==> config.mk <==
export PLATFORM = sky130hd
export DESIGN_NAME = tie_ctrl
export DESIGN_NICKNAME = d
export VERILOG_FILES = /design/src/rtl/tie_pkg.sv /design/src/rtl/tie_ctrl.sv
export SDC_FILE = /design/constraint.sdc
export NUM_CORES = 1
export LEC_CHECK = 0
export BUFFER_PORTS_ARGS = -buffer_cell sky130_fd_sc_hd__buf_2
export CAP_MARGIN = 40
export CORE_AREA = 2 2 39 41
export DETAILED_ROUTE_END_ITERATION = 16
export DIE_AREA = 0 0 41 43
export GPL_TIMING_DRIVEN = 1
export SYNTH_ARGS = -nofsm -noshare
export SYNTH_HDL_FRONTEND = slang
export SYNTH_SLANG_ARGS = --single-unit
export TNS_END_PERCENT = 5
==> constraint.sdc <==
create_clock -name i_clk -period 1.24 [get_ports i_clk]
set_input_delay 0.124 -clock i_clk [delete_from_list [all_inputs] [get_ports i_clk]]
set_output_delay 0.124 -clock i_clk [all_outputs]
set_load 0.02 [all_outputs]
==> src/rtl/tie_pkg.sv <==
// Package for the toy instruction executor: opcodes, operand modes, fault codes,
// register indexes and the control/status structs between controller and datapath.
// No dependencies.
package tie_pkg;

    localparam int unsigned NUM_REGS = 11;
    localparam logic [3:0] REG_EAX = 4'd0;
    localparam logic [3:0] REG_IP  = 4'd6;
    localparam logic [3:0] REG_AF  = 4'd7;

    localparam logic [4:0] OP_MOV    = 5'd0;
    localparam logic [4:0] OP_ADD    = 5'd1;
    localparam logic [4:0] OP_SUB    = 5'd2;
    localparam logic [4:0] OP_MUL    = 5'd3;
    localparam logic [4:0] OP_DIV    = 5'd4;
    localparam logic [4:0] OP_MOD    = 5'd5;
    localparam logic [4:0] OP_AND    = 5'd6;
    localparam logic [4:0] OP_OR     = 5'd7;
    localparam logic [4:0] OP_EQ     = 5'd8;
    localparam logic [4:0] OP_NEQ    = 5'd9;
    localparam logic [4:0] OP_LESS   = 5'd10;
    localparam logic [4:0] OP_LEQ    = 5'd11;
    localparam logic [4:0] OP_JUMP   = 5'd12;
    localparam logic [4:0] OP_JZ     = 5'd13;
    localparam logic [4:0] OP_JNZ    = 5'd14;
    localparam logic [4:0] OP_PUSH   = 5'd15;
    localparam logic [4:0] OP_POP    = 5'd16;
    localparam logic [4:0] OP_CALL   = 5'd17;
    localparam logic [4:0] OP_INC    = 5'd18;
    localparam logic [4:0] OP_DEC    = 5'd19;
    localparam logic [4:0] OP_NEG    = 5'd20;
    localparam logic [4:0] OP_SET    = 5'd21;
    localparam logic [4:0] OP_UNSET  = 5'd22;
    localparam logic [4:0] OP_NOT    = 5'd23;
    localparam logic [4:0] OP_PRINT  = 5'd24;
    localparam logic [4:0] OP_RETURN = 5'd25;

    localparam logic [1:0] MODE_IMM  = 2'd0;
    localparam logic [1:0] MODE_MEM  = 2'd1;
    localparam logic [1:0] MODE_REG  = 2'd2;
    localparam logic [1:0] MODE_RIND = 2'd3;

    localparam logic [2:0] FAULT_NONE      = 3'd0;
    localparam logic [2:0] FAULT_IMM_WRITE = 3'd1;
    localparam logic [2:0] FAULT_DIVIDE    = 3'd2;
    localparam logic [2:0] FAULT_UNDERFLOW = 3'd3;
    localparam logic [2:0] FAULT_OVERFLOW  = 3'd4;
    localparam logic [2:0] FAULT_ADDRESS   = 3'd5;

    // operand kind after resolution
    localparam logic [1:0] KIND_IMM = 2'd0;
    localparam logic [1:0] KIND_MEM = 2'd1;
    localparam logic [1:0] KIND_REG = 2'd2;

    typedef struct packed {
        logic load;       // capture request fields
        logic res_a;      // resolve first operand, issue its memory read
        logic res_b;      // resolve second operand, issue its memory read
        logic fetch;      // capture operand values
        logic div_start;  // start divider
        logic commit;     // execute and write back
        logic clear;      // clearing-pass write of one memory word
    } t_ctrl;

    typedef struct packed {
        logic need_div;   // instruction goes through the divider
        logic div_done;
        logic clear_last;
    } t_stat;

endpackage

==> src/rtl/tie_ctrl.sv <==
// Controller state machine: sequences clear pass, operand resolution, fetch,
// divide and commit for one request at a time. Depends on tie_pkg.
module tie_ctrl (
    input  logic           i_clk,
    input  logic           i_rst_n,
    input  logic           i_in_valid,
    output logic           o_in_ready,
    output logic           o_out_valid,
    input  logic           i_out_ready,
    input  tie_pkg::t_stat i_stat,
    output tie_pkg::t_ctrl o_ctrl
);
    localparam logic [2:0] S_CLEAR = 3'd0;
    localparam logic [2:0] S_IDLE  = 3'd1;
    localparam logic [2:0] S_RESA  = 3'd2;
    localparam logic [2:0] S_RESB  = 3'd3;
    localparam logic [2:0] S_FETCH = 3'd4;
    localparam logic [2:0] S_DIV   = 3'd5;
    localparam logic [2:0] S_EXEC  = 3'd6;

    logic [2:0] r_state, n_state;
    logic       r_out_valid, n_out_valid;
    logic       w_accept;

    // a new request enters once the previous result has left or is leaving
    assign o_in_ready = (r_state == S_IDLE) && (!r_out_valid || i_out_ready);
    assign w_accept   = i_in_valid && o_in_ready;
    assign o_out_valid = r_out_valid;

    always_comb begin
        n_state     = r_state;
        n_out_valid = r_out_valid && !i_out_ready;
        o_ctrl      = '0;
        unique case (r_state)
            S_CLEAR: begin
                o_ctrl.clear = 1'b1;
                if (i_stat.clear_last) n_state = S_IDLE;
            end
            S_IDLE: begin
                if (w_accept) begin
                    o_ctrl.load = 1'b1;
                    n_state = S_RESA;
                end
            end
            S_RESA: begin
                o_ctrl.res_a = 1'b1;
                n_state = S_RESB;
            end
            S_RESB: begin
                o_ctrl.res_b = 1'b1;
                n_state = S_FETCH;
            end
            S_FETCH: begin
                o_ctrl.fetch = 1'b1;
                n_state = S_EXEC;
                if (i_stat.need_div) begin
                    o_ctrl.div_start = 1'b1;
                    n_state = S_DIV;
                end
            end
            S_DIV: begin
                if (i_stat.div_done) n_state = S_EXEC;
            end
            S_EXEC: begin
                o_ctrl.commit = 1'b1;
                n_out_valid = 1'b1;
                n_state = S_IDLE;
            end
            default: n_state = S_IDLE;
        endcase
    end

    always_ff @(posedge i_clk) begin
        if (!i_rst_n) begin
            r_state     <= S_CLEAR;
            r_out_valid <= 1'b0;
        end else begin
            r_state     <= n_state;
            r_out_valid <= n_out_valid;
        end
    end
endmodule

Word-level counts from Yosys, hierarchy flattened
Index checks and enable logic that the tools add are counted.
{ "op_classes": {"eq_ne": 9, "muxes": 14, "n_reduce_logical": 8} }
{ "op_table": {"columns": ["operator", "count"], "rows": [
  ["$pmux W3 S6", 1],
  ["$eq A3 B3 Y1 const B", 3],
  ["$mux W3", 3],
  ["$mux W1", 8],
  ["$eq A3 B2 Y1 const B", 2],
  ["$ne A2 B2 Y1 const B", 3],
  ["$mux W2", 2],
  ["$eq A3 B1 Y1 const B", 1],
  ["$logic_and A1 B1 Y1", 3],
  ["$logic_not A3 Y1", 1],
  ["$reduce_and A3 Y1", 1],
  ["$logic_not A1 Y1", 2],
  ["$logic_or A1 B1 Y1", 1]
]} }
{ "totals": {"regBits": 4, "in_bits": 7, "out_inout_bits": 9, "word_cells": 33} }

Logic depth before layout (Yosys ltp)
{ "depth": {"depth_word": 6, "mapped_depth": 5, "mapped_depth_nobuf": 4} }

Least setup slack after synthesis
Ideal clock, no wire load.
{ "synth_path": {"path_type": "register to output", "startpoint": "register r_state[1]", "endpoint": "output o_ctrl[6] in the netlist's numbering", "arrival_ps": 1416, "required_ps": 1116, "slack_ps": -300, "stages_incl_launch_ff": 5, "path_buffers": 1, "path_cell_list": "dfxtp_1 -> buf_6 -> or3b_4 -> nor2_1 -> and2_1"} }
{ "synth_lines": {"columns": ["item", "line", "source"], "rows": [
  ["start, declared", "tie_ctrl.sv:21", "logic [2:0] r_state, n_state;"],
  ["start signal, assigned", "tie_ctrl.sv:78", "r_state <= n_state;"],
  ["end, declared", "tie_ctrl.sv:11", "output tie_pkg::t_ctrl o_ctrl"]
]} }

==> results.json <==
{
  "postSynthNetCount": 42,
  "yosys_warnings": 0,
  "wl_per_cell_um": 10.1,
  "grt_use_total": 0.101,
  "worst-path-max-fanout": 2,
  "report.final.slew_viol_count": 0,
  "num_vias": 303,
  "critical_path.n_buffers_inverters": 1,
  "netlist_top_cells_area": "sky130_fd_sc_hd__dfxtp_1, sky130_fd_sc_hd__buf_6, sky130_fd_sc_hd__nor2_1, sky130_fd_sc_hd__a21oi_1, sky130_fd_sc_hd__nor3b_1",
  "core_area_mm2": 0.00138,
  "initialDrtViolationCount": 4,
  "critPathRequiredTime_ns": 1.12,
  "critical_path_cell_count": 4,
  "regToRegEndpoint": "r_state[0]",
  "grt_start_max_net_pins": 11,
  "worst_clock_skew_ns": 0.000420,
  "worst_slack_ns": -0.174,
  "initial_utilization": 0.208,
  "yosys.cell_types.count": 19,
  "critical_path.startpoint_type": "register",
  "share_of_synthesized_area_occupied_by_flip_flops_and_latches": 0.278,
  "setup_violations": 7,
  "grtUsageMet3": 0.0314,
  "grt-ovfl-total": 0,
  "drt-vias-per-instance": 4.21,
  "ant_nets": 0,
  "timing.fmax_ghz": 0.707,
  "rsz0062_at_grt": "true",
  "r2r_cell_count": 5,
  "critical_path.max_stage_delay_ns": 0.41,
  "final_min_period_over_clock_period": 1.14,
  "hold_path_startpoint": "i_rst_n",
  "placement.io_buffers": 15,
  "global_route_wire_length_before_repair_um": 1150,
  "path_clk_slew_ns": 0.04,
  "place_inst": 68,
  "timing_worst_slew_pin_value_ns": 0.296,
  "chipWidth_um": 41,
  "violations_in_the_final_reports": "negative setup slack",
  "vdd_ir_drop_max_mv": 0.488,
  "cap_violations": 0,
  "layout-drive-gt1-share": 0.696,
  "worst_r2r_startpoint": "r_state[1]",
  "yosys.area.top_type_share": 0.278,
  "tritoncts": "built",
  "yosys.area.top_type": "sky130_fd_sc_hd__dfxtp_1",
  "remaining_drc_errors": 0,
  "syn2layout_area_growth_pct": 67.8,
  "number_of_synthesized_register_bits": 4,
  "worst_setup_path_startpoint": "r_state[1]",
  "groute.layer.met2.usage": 0.163,
  "die_area_mm2": 0.00176,
  "worstPathCellList": "or3b_4 -> nor2_4 -> and2_4 -> buf_6",
  "design.final.nets": 65,
  "num-fill-cells": 156,
  "cellPowerDensity_mw_per_mm2": 1090,
  "syn_area_um2": 288,
  "htree_levels": 1,
  "place.gp.congestion": 0.721,
  "crit_path_top_delay_cell": "sky130_fd_sc_hd__or3b_4",
  "clock_tree.root_cell": "sky130_fd_sc_hd__clkbuf_4",
  "antenna_cells": 0,
  "timing.final.crit_period_ns": 1.41,
  "insertion_delay_ns": 0.23,
  "outcome": "complete, but fails checks",
  "grt_util_met1": 0.0994,
  "hold_depth": 2,
  "floorplan.io_pins": 16,
  "worstSetupPathType": "reg2out",
  "timing.max_slew.rel_slack": 0.801,
  "power.leakage_nw": 0.229,
  "dieHeight_um": 43,
  "most_crowded_layer_after_global_routing": "met2",
  "setup_total_negative_slack_ns": -0.542,
  "critPathTopFamily": "simple AND/OR/NAND/NOR gates",
  "drt_pass1_iterations": 2,
  "timing.critical_path.to_type": "output port",
  "r2r_slack_ns": -0.08,
  "dpl.hpwl_um": 600,
  "cp.arrival_ns": 1.29,
  "route.final.wire_length_um": 727,
  "vias_in_the_first_global_route": 292,
  "hold_path.class": "in2reg",
  "grt_antenna_before_repair": 0,
  "clock_sinks": 4,
  "syn-instance-count": 35,
  "hold_viol": 0,
  "final_cells": 72,
  "clk_path_buf_depth": 2,
  "synth_area_per_cell_um2": 8.22,
  "cts_made_buffers": 3,
  "hold_path_end": "r_state[1]",
  "floorplan.rows": 14
}
[cell usage after synthesis]
cell	n
sky130_fd_sc_hd__nand2b_1	1
sky130_fd_sc_hd__buf_2	1
sky130_fd_sc_hd__a211oi_2	1
sky130_fd_sc_hd__inv_1	3
sky130_fd_sc_hd__dfxtp_1	4
sky130_fd_sc_hd__nor2_1	6
sky130_fd_sc_hd__nor4_2	1
sky130_fd_sc_hd__a21oi_1	3
sky130_fd_sc_hd__or3b_4	1
sky130_fd_sc_hd__and4bb_2	1
sky130_fd_sc_hd__nor2b_1	1
sky130_fd_sc_hd__and2_1	2
sky130_fd_sc_hd__buf_6	2
sky130_fd_sc_hd__nand2_1	1
sky130_fd_sc_hd__nor3_2	1
sky130_fd_sc_hd__nor3_1	2
sky130_fd_sc_hd__o211a_1	1
sky130_fd_sc_hd__nor3b_1	2
sky130_fd_sc_hd__a21oi_2	1
[kinds of logic after synthesis]
kind of cell           synth area share
AND/OR/NAND/NOR                   0.426
AO/OA/AOI/OAI                     0.161
buffers and inverters             0.135
flip-flops                        0.278
[per-stage QoR]
| step | setup slack, ns | utilization | instance area (µm²) | hold WS [ns] | power, mW |
|---|---|---|---|---|---|
| after floorplan | -0.0624 | - | 308 | 0.257 | 0.289 |
| after global placement | 0.0358 | 0.298 | 413 | 0.383 | 0.340 |
| after detailed placement | 0.0155 | 0.298 | 413 | 0.388 | 0.344 |
| after CTS | -0.176 | 0.338 | 468 | 0.147 | 0.533 |
| after global routing | -0.227 | 0.349 | 483 | 0.148 | 0.572 |
| final | -0.174 | 0.349 | 483 | 0.152 | 0.527 |
[registers in the layout (all words and copies together), names as in the netlist]
name	count
o_out_valid	1
r_state	3
[worst max path at each step]
stage                            to  slack, ns
after global placement    o_ctrl[6]       0.04
final                     o_ctrl[6]      -0.17
after CTS                 o_ctrl[6]      -0.18
after detailed placement  o_ctrl[6]       0.02
after floorplan           o_ctrl[6]      -0.06
after global routing      o_ctrl[6]      -0.23
[report_power, final]
part           switching, mW  internal (mW)
clock network         0.0526          0.108
logic                  0.111          0.107
registers            0.00700          0.142
total                  0.171          0.357
[layout by cell type, fill, tap and decap left out]
cell type	count
sky130_fd_sc_hd__nor2b_1	1
sky130_fd_sc_hd__nor3b_2	1
sky130_fd_sc_hd__nor2_1	4
sky130_fd_sc_hd__a21oi_1	3
sky130_fd_sc_hd__nor2_4	1
sky130_fd_sc_hd__dfxtp_2	3
sky130_fd_sc_hd__a21oi_2	1
sky130_fd_sc_hd__or3b_4	1
sky130_fd_sc_hd__nor2_2	1
sky130_fd_sc_hd__buf_4	10
sky130_fd_sc_hd__nand2b_1	1
sky130_fd_sc_hd__and4bb_2	1
sky130_fd_sc_hd__inv_1	3
sky130_fd_sc_hd__buf_2	9
sky130_fd_sc_hd__nand2_1	1
sky130_fd_sc_hd__clkbuf_4	3
sky130_fd_sc_hd__dfxtp_1	1
sky130_fd_sc_hd__buf_6	2
sky130_fd_sc_hd__nor3b_4	1
sky130_fd_sc_hd__nor3_1	1
sky130_fd_sc_hd__a211oi_2	1
sky130_fd_sc_hd__o211a_1	1
sky130_fd_sc_hd__and2_4	1
sky130_fd_sc_hd__and2_1	1
sky130_fd_sc_hd__nor4_2	1
sky130_fd_sc_hd__nor3_2	2
[layout make-up]
type,instances,area (µm²),share of cell area
Sequential cell,4,83.8,0.174
Multi-Input combinational cell,25,203,0.420
Tap cell,16,20.0,0.0415
Timing Repair Buffer,21,143,0.295
Inverter,3,11.3,0.0233
Clock buffer,3,22.5,0.0466
[what timing repair did]
item | 4_1_cts | 5_1_grt
hold buffers | 0 | 0
setup buffers | 1 | 0
cloned | 0 | 0
resized for setup | 9 | 5
endpoints found under the hold margin | 0 | 0
pin swaps | 2 | 2
setup endpoints to repair | 7 | 10
[routing by layer]
layer,routed length [µm],vias up
li1,-,159
met1,280,137
met2,413,7
met3,33,0
met4,0,0
met5,0,-
No activity file was read; power rests on OpenSTA's default activity.
